**src/rtl/core/pose_delta_speed_steering_estimator_assert.svh**
```systemverilog
// assertion macros for the pose delta speed and steering estimator
// expects clk and rst_n in the scope of the including module
`ifndef POSE_DELTA_SPEED_STEERING_ESTIMATOR_ASSERT_SVH
`define POSE_DELTA_SPEED_STEERING_ESTIMATOR_ASSERT_SVH

// same cycle implication
`define PDSE_ASSERT_IMP(lbl, ante, cons, msg) \
  lbl: assert property (@(posedge clk) disable iff (!rst_n) (ante) |-> (cons)) \
    else $error(msg);

// next cycle implication
`define PDSE_ASSERT_NXT(lbl, ante, cons, msg) \
  lbl: assert property (@(posedge clk) disable iff (!rst_n) (ante) |=> (cons)) \
    else $error(msg);

`endif

```
**src/rtl/core/pdse_pkg.sv**
```systemverilog
// shared types, constants and angle helpers for the pose delta estimator
// no dependencies
`default_nettype none

package pdse_pkg;

  localparam int ANGLE_FRAC_BITS = 16;
  localparam int CORDIC_STEPS    = 16;

  localparam int ZW        = ANGLE_FRAC_BITS + 6;
  localparam int CW        = 49;
  localparam int SI_W      = $clog2(CORDIC_STEPS);
  localparam int DIV_W     = 54;
  localparam int DEN_W     = 32;
  localparam int DIV_CNT_W = $clog2(DIV_W);

  typedef logic signed [ZW-1:0] ang_t;
  typedef logic signed [ZW:0]   ang_w_t;
  typedef logic signed [CW-1:0] cord_t;
  typedef logic [1:0]           cfg_idx_t;

  localparam cfg_idx_t REG_WHEELBASE = 2'd0;
  localparam cfg_idx_t REG_GAP_LIMIT = 2'd1;
  localparam cfg_idx_t REG_MIN_SPEED = 2'd2;

  localparam logic [63:0] PI_Q62   = 64'hC90FDAA22168C235;
  localparam logic [63:0] PI_WIDE  = ((PI_Q62 >> (61 - ANGLE_FRAC_BITS)) + 64'd1) >> 1;
  localparam logic [63:0] QPI_WIDE = ((PI_Q62 >> (63 - ANGLE_FRAC_BITS)) + 64'd1) >> 1;

  localparam ang_w_t PI_FIX     = ang_w_t'(PI_WIDE);
  localparam ang_w_t TWO_PI     = ang_w_t'(PI_WIDE << 1);
  localparam ang_t   QUARTER_PI = ang_t'(QPI_WIDE);

  localparam logic [31:0] MICRO     = 32'd1000000;
  localparam logic [30:0] SPEED_MAX = 31'h7FFFFFFF;

  localparam logic [31:0] ATAN_Q30 [32] = '{
    32'h3243F6A8, 32'h1DAC6705, 32'h0FADBAFC, 32'h07F56EA6, 32'h03FEAB76, 32'h01FFD55B,
    32'h00FFFAAA, 32'h007FFF55, 32'h003FFFEA, 32'h001FFFFD, 32'h000FFFFF, 32'h0007FFFF,
    32'h0003FFFF, 32'h0001FFFF, 32'h0000FFFF, 32'h00007FFF, 32'h00003FFF, 32'h00001FFF,
    32'h00000FFF, 32'h000007FF, 32'h000003FF, 32'h000001FF, 32'h000000FF, 32'h0000007F,
    32'h0000003F, 32'h0000001F, 32'h0000000F, 32'h00000008, 32'h00000004, 32'h00000002,
    32'h00000001, 32'h00000000
  };

  typedef enum logic [4:0] {
    S_IDLE, S_CHECK, S_DIR, S_DIR_W, S_MX, S_MY, S_ROOT, S_ROOT_W, S_MD,
    S_DIVS, S_DIVS_W, S_MW, S_ML, S_MR, S_DIVR, S_DIVR_W, S_STEER, S_STEER_W,
    S_DONE
  } state_t;

  function automatic ang_t atan_step(input logic [4:0] i);
    logic [31:0] t;
    t = ATAN_Q30[i];
    return ang_t'((t + 32'(1 << (29 - ANGLE_FRAC_BITS))) >> (30 - ANGLE_FRAC_BITS));
  endfunction

  // reduce to (-pi, pi] for values within four pi
  function automatic ang_t wrap_ang(input ang_w_t a);
    ang_w_t r;
    r = a;
    if (r >= TWO_PI) begin
      r = r - TWO_PI;
    end else if (r <= -TWO_PI) begin
      r = r + TWO_PI;
    end
    if (r > PI_FIX) begin
      r = r - TWO_PI;
    end else if (r <= -PI_FIX) begin
      r = r + TWO_PI;
    end
    return ang_t'(r);
  endfunction

endpackage

`default_nettype wire

```
**src/rtl/core/pdse_cordic.sv**
```systemverilog
// vectoring cordic, one micro rotation per cycle, gives atan2(y, x)
// depends on pdse_pkg
`default_nettype none

module pdse_cordic (
  input  wire logic            clk,
  input  wire logic            rst_n,
  input  wire logic            start,
  input  wire pdse_pkg::cord_t x_in,
  input  wire pdse_pkg::cord_t y_in,
  output logic                 busy,
  output pdse_pkg::ang_t       z_out
);
  import pdse_pkg::*;

  cord_t           x_r, y_r, xs, ys;
  ang_t            z_r, at;
  logic [SI_W-1:0] i_r;
  logic            busy_r;

  assign xs    = x_r >>> i_r;
  assign ys    = y_r >>> i_r;
  assign at    = atan_step(5'(i_r));
  assign busy  = busy_r;
  assign z_out = z_r;

  always_ff @(posedge clk) begin
    if (!rst_n) begin
      busy_r <= 1'b0;
    end else if (start) begin
      i_r <= '0;
      if (x_in == '0 && y_in == '0) begin
        z_r    <= '0;
        busy_r <= 1'b0;
      end else begin
        busy_r <= 1'b1;
        if (x_in < 0) begin
          z_r <= (y_in >= 0) ? ang_t'(PI_FIX) : -ang_t'(PI_FIX);
          x_r <= -x_in;
          y_r <= -y_in;
        end else begin
          z_r <= '0;
          x_r <= x_in;
          y_r <= y_in;
        end
      end
    end else if (busy_r) begin
      if (y_r >= 0) begin
        x_r <= x_r + ys;
        y_r <= y_r - xs;
        z_r <= z_r + at;
      end else begin
        x_r <= x_r - ys;
        y_r <= y_r + xs;
        z_r <= z_r - at;
      end
      i_r <= i_r + 1'b1;
      if (i_r == SI_W'(CORDIC_STEPS - 1)) begin
        busy_r <= 1'b0;
      end
    end
  end

endmodule

`default_nettype wire

```
**config.mk**
```make
export PLATFORM = sky130hd
export DESIGN_NAME = pdse_cordic
export DESIGN_NICKNAME = d
export VERILOG_FILES = /design/src/rtl/core/pose_delta_speed_steering_estimator_assert.svh /design/src/rtl/core/pdse_pkg.sv /design/src/rtl/core/pdse_cordic.sv
export SDC_FILE = /design/constraint.sdc
export NUM_CORES = 1
export LEC_CHECK = 0
export BUFFER_PORTS_ARGS = -buffer_cell sky130_fd_sc_hd__buf_2
export CAP_MARGIN = 20
export CELL_PAD_IN_SITES_DETAIL_PLACEMENT = 1
export CELL_PAD_IN_SITES_GLOBAL_PLACEMENT = 1
export CORE_MARGIN = 2
export CORE_UTILIZATION = 45
export CTS_CLUSTER_SIZE = 28
export DETAILED_ROUTE_END_ITERATION = 8
export GPL_ROUTABILITY_DRIVEN = 0
export PLACE_DENSITY = 0.77
export REMOVE_ABC_BUFFERS = 1
export SETUP_SLACK_MARGIN = 0.2
export SYNTH_ARGS = -nofsm -noshare
export SYNTH_HDL_FRONTEND = slang
export SYNTH_SLANG_ARGS = --single-unit
```
**constraint.sdc**
```tcl
create_clock -name clk -period 25.1 [get_ports clk]
set_clock_uncertainty 0.2 [all_clocks]
set_input_delay 5.02 -clock clk [delete_from_list [all_inputs] [get_ports clk]]
set_output_delay 5.02 -clock clk [all_outputs]
set_load 0.03 [all_outputs]
```
==> run metrics <==
status finished, final reports clean; f_max 108 MHz; CP max stage cell nor3_1; post-synthesis cell type count 97; Layout area overhead 7.12%; worst-margin pin slew 0.943 ns; commonest cells after routing, fill and taps aside 310 x nand2_1, 287 x o21ai_0, 184 x xnor2_1, 154 x a21oi_1, 149 x nor2_1; Startpoint Class input port; worst hold path class register to register; pwr dens 104 nW/µm²; final worst-path cycle share 37.0%; worst-skew pair later-pin latency 0.47 ns; die footprint 49000 µm²; Bufs on Longest Clock Path 2; TritonRoute pass-1 iters 5; Worst Path Buf+Inv 2; compound-gate portion of the synthesized area 22.9%; Final Instance Area 22800 µm²; initial antenna violation count 0; crit-path max FO 55; Detailed Route Iter0 Violations 1614; most used flip-flop cell after synthesis edfxtp_1; Max-Cap Viols 0; leakage 8.92 nW; setup ws final 15.82 ns; Setup TNS 0 ns; Simple-Gate Fraction of Synth Area 17.1%; number of global-route vias before repair 20200; DP Wirelength 54300 µm; Yosys reg bits 125; mux contribution to synthesized area 17.7%; CTS Buf Count 17; Post-CTS Setup Bufs 0; Starting Density 45.7%; antenna cells 0; Place WS 15.31 ns; total core area 46600 µm²; ANT nets after route 0; commonest non-fill, non-tap cell in the layout nand2_1; global route overflow 0; Post-Synth Adder-Cell Area 8.22%; Syn Std Cell Area 21300 µm²; CTS Hold Bufs 0; # port buffers 123; Critical Path AT 9.19 ns; final hold viol count 0; Post-Place Cell Area 22200 µm²; setup violators final 0; H-tree levels 4; Top Ports 124; WP data required 25.01 ns; total track usage 28.2%; largest family of logic cells by synthesized area compound AO/OA/AOI/OAI gates; RSZ-0062 raised after global routing no; CP top delay family simple AND/OR/NAND/NOR gates; CP max stage delay 0.67 ns; synth warn 0; Slew HR 36.9%; CTS clk-pin slew, worst paths 0.06 ns; Final #Nets 2833; Critical Path Sink Type register; Synth Area in XOR/XNOR 12.4%; CP cell instances buf_2 -> or4_4 -> nor4_2 -> nand4_1 -> or4_1 -> or4_4 -> or4_1 -> nor3_1 -> a21boi_4 -> buf_4; first-pass GRT wire length 112000 µm; remaining routing DRC violations 0; Worst VDD drop 0.0409 mV; PostCTS Resize Cnt 0; CTS tree built; storage element area 3740 µm²; Final min period 9.28 ns; CTS sink cnt 125; fin. max-slew vios 0; sequential area share after synthesis 17.6%; footprint of the multi-input gates 16700 µm²; via count 20300; syn_area_per_cell 8.28 µm²; ys async rst share 0%; Vias/cell 6.30; Post-Route WL 70800 µm; Die Y 221 µm; Setup CP Type input port to register; share of cells above drive strength 1 13.2%; root buffer cell clkbuf_16; DIE WIDTH 221 µm; fillers 5613; Cells after Synth 2570; largest net degree at the start of global routing 155; Post-synth EDFFs 124; row count 79; Routed WL per cell 22.0 µm
-- registers in the layout, indices dropped and copies added, names as in the netlist --
register / flops
y_r: 49
i_r: 4
z_out: 22
x_r: 49
busy: 1
-- worst min-delay path, cell delays in order (launching register included) --
cell	delay [ns]
edfxtp_1	0.37
ha_1	0.14
mux2_2	0.13
-- cells in the mapped netlist (all sizes together), types with 42 or more instances --
library cell  number  area [µm²]
a21o              74         556
clkbuf            68         255
mux4              80        1800
xnor2            184        1610
xor2             118        1030
nor3              49         257
nor2             150         571
a21oi            154         771
mux2              60         687
ha               135        1690
nand2b            44         275
nand3             42         215
nand2            310        1160
mux2i            126        1270
o31ai             48         374
buf               71         394
inv               60         225
o21ai            297        1490
edfxtp           124        3720
-- cell type report --
type / instances / area share (%)
multi-input cells: 2245 / 73.1
flip-flops and latches: 125 / 16.4
repair buffers: 144 / 3.54
well taps: 607 / 3.33
clock buffers: 17 / 1.87
inverters: 61 / 1.00
clock inverters: 15 / 0.708
-- final timing paths --
path                                from  endpoint  slack [ns]  cells after the start
worst max-delay path             y_in[5]    x_r[4]       15.82                     10
worst min-delay path            z_out[0]  z_out[0]        0.54                      2
worst max register to register    i_r[0]   x_r[47]       17.23                     23
worst min register to register  z_out[0]  z_out[0]        0.54                      2
-- layer usage --
| metal | GRT usage (%) | share of wire [%] | wire (µm) | vias up |
|---|---|---|---|---|
| li1 | - | - | - | 9650 |
| met1 | 41.6 | 49 | 34800 | 10100 |
| met4 | 6.69 | 1.6 | 1120 | 0 |
| met2 | 44.3 | 44 | 31500 | 484 |
| met3 | 2.83 | 4.8 | 3420 | 62 |
| met5 | 0 | 0 | 0 | - |
-- where the power goes --
part	internal, W	leakage, nW	switching, W
clock network	0.000147	0.277	0.000113
logic	0.000708	7.45	0.00101
registers	0.000320	1.20	0.0000830
-- logic make-up (layout without fill, tap and decap cells) --
family                   after synthesis  after routing
XOR/XNOR                             302            302
flip-flops                           125            125
adder cells (fa/ha/maj)              138            138
AND/OR/NAND/NOR                      758            758
buffers and inverters                200            237
AO/OA/AOI/OAI                        781            781
multiplexers                         266            266
-- through the flow --
step	power [W]	utilization [%]	cells	hold WS (ns)
6_report	0.00238	48.9	3214	0.538
5_1_grt	0.00257	48.9	3214	0.589
4_1_cts	0.00236	48.9	3214	0.564
3_5_place_dp	0.00207	47.7	3182	0.546
3_3_place_gp	0.00201	47.7	3182	0.521
2_1_floorplan	0.00165	-	2431	0.474
Note: power is estimated with default switching activity, not from simulation.
