## src/rtl/core/pose_delta_speed_steering_estimator_assert.svh

```systemverilog
// assertion macros for the pose delta speed and steering estimator
// expects clk and rst_n in the scope of the including module
`ifndef POSE_DELTA_SPEED_STEERING_ESTIMATOR_ASSERT_SVH
`define POSE_DELTA_SPEED_STEERING_ESTIMATOR_ASSERT_SVH

// same cycle implication
`define PDSE_ASSERT_IMP(lbl, ante, cons, msg) \
  lbl: assert property (@(posedge clk) disable iff (!rst_n) (ante) |-> (cons)) \
    else $error(msg);

// next cycle implication
`define PDSE_ASSERT_NXT(lbl, ante, cons, msg) \
  lbl: assert property (@(posedge clk) disable iff (!rst_n) (ante) |=> (cons)) \
    else $error(msg);

`endif

```

## src/rtl/core/pdse_pkg.sv

```systemverilog
// shared types, constants and angle helpers for the pose delta estimator
// no dependencies
`default_nettype none

package pdse_pkg;

  localparam int ANGLE_FRAC_BITS = 16;
  localparam int CORDIC_STEPS    = 16;

  localparam int ZW        = ANGLE_FRAC_BITS + 6;
  localparam int CW        = 49;
  localparam int SI_W      = $clog2(CORDIC_STEPS);
  localparam int DIV_W     = 54;
  localparam int DEN_W     = 32;
  localparam int DIV_CNT_W = $clog2(DIV_W);

  typedef logic signed [ZW-1:0] ang_t;
  typedef logic signed [ZW:0]   ang_w_t;
  typedef logic signed [CW-1:0] cord_t;
  typedef logic [1:0]           cfg_idx_t;

  localparam cfg_idx_t REG_WHEELBASE = 2'd0;
  localparam cfg_idx_t REG_GAP_LIMIT = 2'd1;
  localparam cfg_idx_t REG_MIN_SPEED = 2'd2;

  localparam logic [63:0] PI_Q62   = 64'hC90FDAA22168C235;
  localparam logic [63:0] PI_WIDE  = ((PI_Q62 >> (61 - ANGLE_FRAC_BITS)) + 64'd1) >> 1;
  localparam logic [63:0] QPI_WIDE = ((PI_Q62 >> (63 - ANGLE_FRAC_BITS)) + 64'd1) >> 1;

  localparam ang_w_t PI_FIX     = ang_w_t'(PI_WIDE);
  localparam ang_w_t TWO_PI     = ang_w_t'(PI_WIDE << 1);
  localparam ang_t   QUARTER_PI = ang_t'(QPI_WIDE);

  localparam logic [31:0] MICRO     = 32'd1000000;
  localparam logic [30:0] SPEED_MAX = 31'h7FFFFFFF;

  localparam logic [31:0] ATAN_Q30 [32] = '{
    32'h3243F6A8, 32'h1DAC6705, 32'h0FADBAFC, 32'h07F56EA6, 32'h03FEAB76, 32'h01FFD55B,
    32'h00FFFAAA, 32'h007FFF55, 32'h003FFFEA, 32'h001FFFFD, 32'h000FFFFF, 32'h0007FFFF,
    32'h0003FFFF, 32'h0001FFFF, 32'h0000FFFF, 32'h00007FFF, 32'h00003FFF, 32'h00001FFF,
    32'h00000FFF, 32'h000007FF, 32'h000003FF, 32'h000001FF, 32'h000000FF, 32'h0000007F,
    32'h0000003F, 32'h0000001F, 32'h0000000F, 32'h00000008, 32'h00000004, 32'h00000002,
    32'h00000001, 32'h00000000
  };

  typedef enum logic [4:0] {
    S_IDLE, S_CHECK, S_DIR, S_DIR_W, S_MX, S_MY, S_ROOT, S_ROOT_W, S_MD,
    S_DIVS, S_DIVS_W, S_MW, S_ML, S_MR, S_DIVR, S_DIVR_W, S_STEER, S_STEER_W,
    S_DONE
  } state_t;

  function automatic ang_t atan_step(input logic [4:0] i);
    logic [31:0] t;
    t = ATAN_Q30[i];
    return ang_t'((t + 32'(1 << (29 - ANGLE_FRAC_BITS))) >> (30 - ANGLE_FRAC_BITS));
  endfunction

  // reduce to (-pi, pi] for values within four pi
  function automatic ang_t wrap_ang(input ang_w_t a);
    ang_w_t r;
    r = a;
    if (r >= TWO_PI) begin
      r = r - TWO_PI;
    end else if (r <= -TWO_PI) begin
      r = r + TWO_PI;
    end
    if (r > PI_FIX) begin
      r = r - TWO_PI;
    end else if (r <= -PI_FIX) begin
      r = r + TWO_PI;
    end
    return ang_t'(r);
  endfunction

endpackage

`default_nettype wire

```

## src/rtl/core/pdse_root.sv

```systemverilog
// iterative integer square root, two radicand bits and one result bit per pass
// depends on pdse_pkg
`default_nettype none

module pdse_root (
  input  wire logic        clk,
  input  wire logic        rst_n,
  input  wire logic        start,
  input  wire logic [63:0] val,
  output logic             busy,
  output logic [31:0]      root
);
  import pdse_pkg::*;

  logic [63:0] v_r, r_r, bit_r, trial;
  logic        busy_r;

  assign trial = r_r + bit_r;
  assign busy  = busy_r;
  assign root  = r_r[31:0];

  always_ff @(posedge clk) begin
    if (!rst_n) begin
      busy_r <= 1'b0;
    end else if (start) begin
      v_r    <= val;
      r_r    <= 64'd0;
      bit_r  <= 64'd1 << 62;
      busy_r <= 1'b1;
    end else if (busy_r) begin
      if (v_r >= trial) begin
        v_r <= v_r - trial;
        r_r <= (r_r >> 1) + bit_r;
      end else begin
        r_r <= r_r >> 1;
      end
      bit_r <= bit_r >> 2;
      if (bit_r[0]) begin
        busy_r <= 1'b0;
      end
    end
  end

endmodule

`default_nettype wire

```

## config.mk

```make
export PLATFORM = sky130hd
export DESIGN_NAME = pdse_root
export DESIGN_NICKNAME = d
export VERILOG_FILES = /design/src/rtl/core/pose_delta_speed_steering_estimator_assert.svh /design/src/rtl/core/pdse_pkg.sv /design/src/rtl/core/pdse_root.sv
export SDC_FILE = /design/constraint.sdc
export NUM_CORES = 1
export LEC_CHECK = 0
export BUFFER_PORTS_ARGS = -buffer_cell sky130_fd_sc_hd__buf_4
export CAP_MARGIN = 10
export CORE_MARGIN = 2
export CORE_UTILIZATION = 25
export DETAILED_ROUTE_END_ITERATION = 16
export PLACE_DENSITY = 0.4
export SYNTH_ARGS = -nofsm -noshare
export SYNTH_HDL_FRONTEND = slang
export SYNTH_SLANG_ARGS = --single-unit
```

## constraint.sdc

```tcl
create_clock -name clk -period 12.75 [get_ports clk]
set_clock_uncertainty 0.1 [all_clocks]
set_input_delay 1.275 -clock clk [delete_from_list [all_inputs] [get_ports clk]]
set_output_delay 1.275 -clock clk [all_outputs]
set_load 0.05 [all_outputs]
```

==> results of run 1 <==
==> state kept, by name, summed over array words and instances (netlist names) <==
name and cells:
v_r 64, bit_r 32, r_r 64, busy 1
==> through the flow <==
| step | cell area [um^2] | hold slack (ps) | worst slack, ps | utilization, % |
|---|---|---|---|---|
| 2_1_floorplan | 15470 | 363.9 | 4272 | - |
| 6_report | 17200 | 413.6 | 5539 | 27.97 |
| 4_1_cts | 17200 | 410.3 | 5516 | 27.97 |
| 5_1_grt | 17200 | 439.9 | 5151 | 27.97 |
| 3_3_place_gp | 16670 | 386.3 | 5598 | 27.12 |
| 3_5_place_dp | 16670 | 406.7 | 5528 | 27.12 |
==> synth_stat cells, drive strengths merged, types with 5 or more instances <==
master   number
o211a         5
xor2         88
a21boi        6
a31oi        65
or2           6
nand3        36
nand2b       19
o2111ai       6
nor2b        50
a211oi       21
buf          56
or3          17
o21ai       176
nor3         32
ha          130
and3         15
a221oi        5
o31ai        12
a31o         18
o211ai       11
xnor2        70
nand4        44
o21bai       22
clkbuf       61
inv          37
nand2       233
nor2        144
nor3b         7
mux2          5
a21o         40
a21oi       136
and2         13
o21a         11
edfxtp      160
==> power by group through the flow <==
stage	Combinational (uW)	Sequential, uW	Clock [uW]
finish	1130	737	498
global route	1270	746	532
CTS	1140	739	515
detailed placement	1130	750	0
global placement	1130	750	0
floorplan	874	716	0
==> cell type report <==
class                   count  area share (%)
repair buffers            106           4.650
multi-input cells        1515           57.67
well taps                 790           5.748
clock buffers              21           2.561
inverters                  38          0.8441
flip-flops and latches    161           28.06
clock inverters            11          0.4730
==> metal layers <==
layer | routed length, um | vias to the layer above
met5 | 0 | -
met2 | 25080 | 275
met3 | 2082 | 35
li1 | - | 6775
met1 | 22250 | 6596
met4 | 740 | 0
==> path summary, 6_finish.rpt <==
| check | end | cells past startpoint |
|---|---|---|
| setup / recovery | v_r[51] | 21 |
| hold / removal | busy | 1 |
| setup reg to reg | v_r[51] | 21 |
| hold reg to reg | busy | 1 |
==> kinds of logic after synthesis <==
kind of cell	after synthesis	share of synthesized area, %
simple gates	637	19.51
mux	8	0.5580
flops	161	31.18
fa+ha+maj	131	10.64
xor+xnor	158	8.944
buf+inv	155	4.884
compound gates	581	24.28
==> worst max-delay path, stage by stage, from the launching register on <==
cell and delay, ps:
edfxtp_1 520, ha_1 360, and2_1 220, a2111o_1 440, o211ai_1 130, or3b_1 390
o21ai_2 250, o21ai_2 140, a21oi_1 250, and3b_1 210, a21oi_1 150, xor2_1 100
ha_1 370, nand2_1 260, nor4_1 750, nand3_1 250, o41a_1 380, o2111ai_2 130
a221oi_4 100, buf_4 280, a21oi_4 190, buf_4 750
==> results.sh, run 1 <==
export IMPL_status="completed"
export IMPL_hold_viol=0
export IMPL_cp_arrival_ps=7230
export IMPL_cts_sinks=161
export IMPL_rsz0062_at_grt="no"
export IMPL_multi_input_area_um2=9916
export IMPL_hpwl_um=38930
export IMPL_p_sw_share_pct=43.03
export IMPL_final_common_cell="nand2_1"
export IMPL_area_growth_pct=11.14
export IMPL_power_uw=2365
export IMPL_max_freq_mhz=138.7
export IMPL_fin_crit_sh_pct=56.56
export IMPL_io_buffers=99
export IMPL_grt_max_degree=88
export IMPL_dr_pass1_iters=5
export IMPL_vias_per_cell=5.178
export IMPL_synthCells=1831
export IMPL_synth_edf_count=160
export IMPL_avgSynthCellArea_um2=8.450
export IMPL_drc_errors=0
export IMPL_ant_nets=0
export IMPL_ctsHoldBuffers=0
export IMPL_met1_usage_pct=19.88
export IMPL_slew_viol_final=0
export IMPL_initial_utilization_pct=25.16
export IMPL_cts_max_level=4
export IMPL_num_io_pins=100
export IMPL_final_cell_mix="nand2_1 (233), o21ai_0 (167), edfxtp_1 (160)"
export IMPL_end_kind="register"
export IMPL_drt_initial_drc_count=802
export IMPL_fin_crit_ps=7211
export IMPL_overflow=0
export IMPL_grt_pass1_wl_um=78670
export IMPL_vias=13681
export IMPL_regArea_um2=4825
export IMPL_yosysTopAreaCellShare_pct=31.05
export IMPL_cp_startpoint="r_r[22]"
export IMPL_crit_path_max_fanout=64
export IMPL_comb_power_share_pct=47.8
export IMPL_syn_cell_area_um2=15470
export IMPL_fin_nets=2037
export IMPL_synth_ff_type="edfxtp_1"
export IMPL_final_cell_count_no_fill=2642
export IMPL_reg2reg_slack_ps=5540
export IMPL_cts_buffers=17
export IMPL_met2_usage_pct=28.11
export IMPL_synth_cell_types=87
export IMPL_synth_seq_area_share_pct=31.18
export IMPL_routabilityCongestion=0.8546
export IMPL_max_vdd_ir_drop_uv=116.3
export IMPL_grt_pass1_vias=13631
export IMPL_synthArstFlopShare_pct=0
export IMPL_die_area_um2=63900
export IMPL_die_w_um=252.8
export IMPL_p_int_uw=1347
export IMPL_cts_root_buf="clkbuf_16"
export IMPL_synth_top_area_cell="edfxtp_1"
export IMPL_use_met3_pct=2.734
export IMPL_grtUsageTotal_pct=15.94
export IMPL_p_leak_uw=0.006364
export IMPL_worstSkewPairLatency_ps=500
export IMPL_min_delay_start="bit_r[0]"
export IMPL_crit_required_ps=12760
export IMPL_row_count=91
export IMPL_hold_class="register to register"
export IMPL_placed_cells=2610
export IMPL_sequentialPowerShare_pct=31.1
export IMPL_die_h_um=252.8
export IMPL_drv_cap=0
export IMPL_drive_above_1_share_pct=9.881
export IMPL_worst_setup_path_type="register to register"
export IMPL_synth_fp_nets=2029
export IMPL_cts_tree="yes"
export IMPL_cts_setup_buffers=0
export IMPL_core_area_um2=61480
export IMPL_drt_wl_total_um=50160
export IMPL_ys_ff_latch=161
export IMPL_antenna_found_initial=0
export IMPL_cts_resized_gates=0
export IMPL_switchingPower_uw=1018
export IMPL_p_clk_share_pct=21.1
export IMPL_clockBufferDepth=2
export IMPL_synthTopCellsByArea="edfxtp_1 (31%), ha_1 (11%), nand2_1 (5.7%)"
export IMPL_worst_pin_slew_ps=946.1
export IMPL_cp_start_kind="register"
export IMPL_routedWlPerCell_um=18.99
export IMPL_timing_slew_headroom_pct=36.93
export IMPL_setup_tns_ps=0
export IMPL_power_density_nw_per_um2=137.5
export IMPL_path_clk_slew_ps=70
export IMPL_yosys_warnings=0
export IMPL_top_usage_layer="met2"
export IMPL_fill_cells=6648
export IMPL_r2r_start="r_r[22]"
export IMPL_diodes=0
export IMPL_setup_viol=0
(Power assumes the default switching activity.)
==> inputs of run 2 (changes only) <==
- ABC_AREA: unset -> 1
- PLACE_DENSITY: 0.4 -> 0.39
- clock period: 12.75 -> 6.8 ns (I/O delays scaled with it)
==> results.sh, run 2 <==
export IMPL_status="completed"
export IMPL_initial_utilization_pct=25.26
export IMPL_synthArstFlopShare_pct=0
export IMPL_cts_max_level=4
export IMPL_cts_setup_buffers=0
export IMPL_die_h_um=289.3
export IMPL_cts_root_buf="clkbuf_16"
export IMPL_avgSynthCellArea_um2=5.833
export IMPL_cts_buffers=17
export IMPL_clockBufferDepth=2
export IMPL_grt_pass1_vias=21133
export IMPL_hold_viol=0
export IMPL_worstSkewPairLatency_ps=520
export IMPL_power_density_nw_per_um2=232.7
export IMPL_end_kind="register"
export IMPL_cp_start_kind="register"
export IMPL_grt_max_degree=64
export IMPL_ant_nets=0
export IMPL_ctsHoldBuffers=0
export IMPL_ys_ff_latch=161
export IMPL_r2r_start="r_r[20]"
export IMPL_synth_edf_count=160
export IMPL_vias_per_cell=4.637
export IMPL_hpwl_um=73910
export IMPL_area_growth_pct=11.41
export IMPL_fin_crit_sh_pct=82.26
export IMPL_routedWlPerCell_um=19.03
export IMPL_max_vdd_ir_drop_uv=202.6
export IMPL_crit_required_ps=6890
export IMPL_slew_viol_final=0
export IMPL_synth_top_area_cell="nand2_1"
export IMPL_p_leak_uw=0.01148
export IMPL_die_w_um=289.3
export IMPL_ys_top_cells_by_count="nand2_1 (1404), inv_1 (576), nor2_1 (350)"
export IMPL_crit_path_max_fanout=46
export IMPL_routabilityCongestion=0.9298
export IMPL_yosysMostFrequentCell="nand2_1"
export IMPL_cp_startpoint="r_r[20]"
export IMPL_grtUsageTotal_pct=21.11
export IMPL_dr_pass1_iters=8
export IMPL_setup_viol=0
export IMPL_hold_slack_ps=339.1
export IMPL_vias=21411
export IMPL_drt_wl_total_um=87860
export IMPL_row_count=104
export IMPL_yosys_warnings=0
export IMPL_max_freq_mhz=178.8
export IMPL_cp_arrival_ps=5680
export IMPL_synth_fp_nets=3686
export IMPL_diodes=0
export IMPL_overflow=0
export IMPL_hold_class="input pin to register"
export IMPL_cts_sinks=161
export IMPL_synth_ff_type="edfxtp_1"
export IMPL_top_regs="r_r: 64 flops, v_r: 64 flops, bit_r: 32 flops"
export IMPL_synthTopCellsByArea="nand2_1 (26%), edfxtp_1 (24%), inv_1 (11%)"
export IMPL_num_io_pins=100
export IMPL_drc_errors=0
export IMPL_syn_cell_area_um2=20340
export IMPL_worst_setup_path_type="register to register"
export IMPL_rsz0062_at_grt="no"
export IMPL_worst_pin_slew_ps=885.2
export IMPL_grt_pass1_wl_um=129300
export IMPL_drive_above_1_share_pct=5.454
export IMPL_final_common_cell="nand2_1"
export IMPL_synth_seq_area_share_pct=23.71
export IMPL_path_clk_slew_ps=90
export IMPL_core_area_um2=80550
export IMPL_cts_tree="yes"
export IMPL_drt_initial_drc_count=1525
export IMPL_synthCells=3488
export IMPL_final_cell_mix="nand2_1 (1404), inv_1 (574), nor2_1 (350)"
export IMPL_setup_tns_ps=0
export IMPL_cts_resized_gates=0
export IMPL_min_delay_start="val[19]"
export IMPL_timing_slew_headroom_pct=40.37
export IMPL_antenna_found_initial=0
export IMPL_io_buffers=99
export IMPL_drv_cap=0
export IMPL_fin_crit_ps=5594
export IMPL_synth_cell_types=46
export IMPL_die_area_um2=83680
export IMPL_fin_nets=3742
export IMPL_yosysTopAreaCellShare_pct=25.90
run 2: cell count changes in the layout (fill, tap and decap cells not counted), sizes merged, moves of 44 or more:
| cell | before | now |
|---|---|---|
| a31oi | 65 | 2 |
| xor2 | 88 | 44 |
| nor2 | 144 | 360 |
| nand2 | 233 | 1427 |
| nor2b | 50 | 0 |
| nand3 | 36 | 222 |
| inv | 40 | 587 |
run 2: path summary, 6_finish.rpt:
check / end / slack (ps) / depth (start not counted)
setup / recovery: v_r[5] / 1210 / 22
hold / removal: v_r[19] / 340 / 3
setup reg to reg: v_r[5] / 1210 / 22
hold reg to reg: busy / 440 / 1
run 2: layout make-up:
type                            instances  area (um^2)
Multi-Input combinational cell       2676        12890
Clock buffer                           17        425.4
Clock inverter                         15        161.4
Inverter                              578         2172
Tap cell                             1060         1326
Sequential cell                       161         4825
Timing Repair Buffer                  110        863.3
Fill cell                            9355        57880
run 2: kinds of logic after synthesis:
| kind of cell | share of synthesized area, % |
|---|---|
| AOI/OAI and AO/OA | 8.370 |
| xor gates and xnor gates | 4.391 |
| adders and majority gates | 8.093 |
| buffers and inverters | 12.92 |
| DFF | 23.71 |
| and+or+nand+nor | 42.52 |
run 2: critical path, stage by stage (launching register included):
cell      delay [ps]
edfxtp_1         580
ha_1             480
nand2_1           70
inv_1             80
nand2_1          120
nor2_1           400
nand2_1           90
o21ai_0          720
nand3_1          190
nand3b_1         140
nand2_1           80
ha_1             400
nand2_1          100
nor2_1           190
inv_1             80
nor2_2           120
nand2_1           90
nor3_2           130
nand2_2          100
nand2_2          120
o21ai_0          110
inv_2            390
buf_12           340
run 2: through the flow:
| step | instances | total power (uW) | utilization (%) | setup WS [ps] | instance area (um^2) |
|---|---|---|---|---|---|
| after floorplan | 3488 | 3332 | - | 1728 | 20340 |
| after global placement | 4585 | 4245 | 27.41 | 1284 | 22080 |
| after detailed placement | 4585 | 4225 | 27.41 | 1278 | 22080 |
| after CTS | 4617 | 5308 | 28.14 | 1235 | 22670 |
| after global routing | 4617 | 5702 | 28.14 | 757.5 | 22670 |
| final | 4617 | 5275 | 28.14 | 1206 | 22670 |
run 2: metal layers:
layer | part of all wire [%] | GRT usage [%]
met1 | 47 | 27.90
met5 | 0 | 0
met2 | 47 | 35.57
met4 | 3.3 | 7.706
met3 | 3.3 | 2.071
run 2: power breakdown:
part / leakage (uW) / switching (uW) / total, uW / internal, uW
Sequential: 0.00155 / 167 / 1430 / 1260
Clock: 0.000287 / 573 / 1070 / 493
Combinational: 0.00965 / 1900 / 2780 / 876
Total: 0.0115 / 2650 / 5270 / 2630
==> inputs of run 3 (changes only) <==
- PLACE_DENSITY: 0.39 -> 0.41
- clock period: 6.8 -> 4.7 ns (I/O delays scaled with it)
==> results.sh, run 3 (synthesis gave the netlist of run 2 again) <==
export IMPL_status="completed"
export IMPL_hold_class="input pin to register"
export IMPL_area_growth_pct=22.66
export IMPL_drc_errors=0
export IMPL_cts_buffers=17
export IMPL_clockBufferDepth=2
export IMPL_fill_cells=9195
export IMPL_final_cell_mix="nand2_1 (1394), inv_1 (573), nor2_1 (338)"
export IMPL_ant_nets=0
export IMPL_worst_pin_slew_ps=606.3
export IMPL_end_kind="register"
export IMPL_grt_max_degree=52
export IMPL_dr_pass1_iters=5
export IMPL_num_io_pins=100
export IMPL_cts_tree="yes"
export IMPL_final_cell_area_um2=24950
export IMPL_vias=21986
export IMPL_routedWlPerCell_um=18.01
export IMPL_p_leak_uw=0.01274
export IMPL_grt_pass1_vias=21560
export IMPL_antenna_found_initial=0
export IMPL_cts_sinks=161
export IMPL_grt_pass1_wl_um=130100
export IMPL_slew_viol_final=0
export IMPL_max_freq_mhz=226.4
export IMPL_row_count=104
export IMPL_diodes=0
export IMPL_die_h_um=289.3
export IMPL_hpwl_um=74910
export IMPL_die_w_um=289.3
export IMPL_crit_required_ps=4820
export IMPL_setup_slack_ps=282.8
export IMPL_fin_crit_sh_pct=93.98
export IMPL_overflow=0
export IMPL_power_density_nw_per_um2=326.8
export IMPL_worstSkewPairLatency_ps=520
export IMPL_drive_above_1_share_pct=13.06
export IMPL_final_common_cell="nand2_1"
export IMPL_top_regs="r_r: 64 flops, v_r: 64 flops, bit_r: 32 flops"
export IMPL_fin_crit_ps=4417
export IMPL_power_uw=8156
export IMPL_cts_root_buf="clkbuf_16"
export IMPL_setup_viol=0
export IMPL_timing_slew_headroom_pct=59.15
export IMPL_vias_per_cell=4.526
export IMPL_drv_cap=0
export IMPL_cp_start_kind="register"
export IMPL_ctsHoldBuffers=0
export IMPL_cts_max_level=4
export IMPL_placed_area_um2=23930
export IMPL_worst_setup_path_type="register to register"
export IMPL_core_area_um2=80550
export IMPL_io_buffers=99
export IMPL_grtUsageTotal_pct=21.00
export IMPL_path_clk_slew_ps=90
export IMPL_pre_cts_slack_ps=87.51
export IMPL_drt_wl_total_um=87480
export IMPL_drt_initial_drc_count=1478
export IMPL_fin_nets=3983
export IMPL_routabilityCongestion=0.9731
export IMPL_max_vdd_ir_drop_uv=325.0
export IMPL_initial_utilization_pct=25.26
export IMPL_die_area_um2=83680
export IMPL_cp_arrival_ps=4540
export IMPL_hold_viol=0
export IMPL_crit_path_max_fanout=7
==> run 3: cell types whose count changed in the layout (fill, tap and decap cells not counted), moves of 8 or more <==
cell	delta
buf_4	+229
ha_4	+9
o21ai_2	+8
o21ai_1	+35
o21ai_0	-43
nand2_1	-10
nor2_1	-12
nor2_2	+12
nand2_2	+10
ha_1	-11
buf_12	+8
==> run 3: what timing repair did <==
| item | CTS | global route |
|---|---|---|
| endpoints found under the setup margin | 0 | 139 |
| setup buffers | 0 | 13 |
| gates resized for setup | 0 | 89 |
==> run 3: critical path: stages, from the launching register on <==
cell,delay [ps]
edfxtp_1,440
ha_1,330
buf_4,150
nand2_1,80
o21ai_0,130
nand2_1,100
nand2_1,80
nor2_1,270
o21ai_0,130
buf_4,160
xnor2_1,140
ha_1,310
nand2_1,110
nor2_2,170
nand2_1,110
nor2_2,150
nand4_1,180
nand3_1,160
nand2_2,90
nand2_2,90
o21ai_1,80
buf_4,170
clkinvlp_4,100
buf_12,160
clkbuf_16,170
==> run 3: path summary, 6_finish.rpt <==
path / startpoint / to / slack [ps] / cells past startpoint
worst min register to register: bit_r[0] / busy / 470 / 2
worst max register to register: r_r[6] / v_r[42] / 280 / 24
worst min-delay path: val[57] / v_r[57] / 130 / 3
worst max-delay path: r_r[6] / v_r[42] / 280 / 24
==> run 3: power by group <==
part / switching [uW] / internal, uW
registers: 149 / 1820
logic: 2970 / 1710
clock network: 784 / 712
==> run 3: per-layer routing <==
| layer | wire [um] | global-route usage [%] | vias up |
|---|---|---|---|
| li1 | - | - | 11498 |
| met1 | 42150 | 28.45 | 9958 |
| met2 | 39660 | 34.67 | 418 |
| met3 | 2629 | 2.102 | 112 |
| met4 | 3033 | 7.255 | 0 |
| met5 | 0 | 0 | - |
==> run 3: through the flow <==
step	utilization (%)	cells	hold WS [ps]	setup TNS, ps
3_3_place_gp	29.71	4809	397.0	0
6_report	30.98	4858	129.3	0
2_1_floorplan	-	3488	362.7	0
3_5_place_dp	29.71	4809	409.3	0
5_1_grt	30.98	4858	125.6	-324.9
4_1_cts	30.45	4841	92.75	0
==> run 3: final cells by class <==
cell class / instances / area [um^2] / share of cell area (%)
Multi-Input combinational cell: 2676 / 13200 / 52.91
Clock buffer: 17 / 425.4 / 1.705
Sequential cell: 161 / 4825 / 19.33
Tap cell: 1060 / 1326 / 5.315
Clock inverter: 15 / 168.9 / 0.6769
Timing Repair Buffer: 351 / 2829 / 11.34
Inverter: 578 / 2176 / 8.719
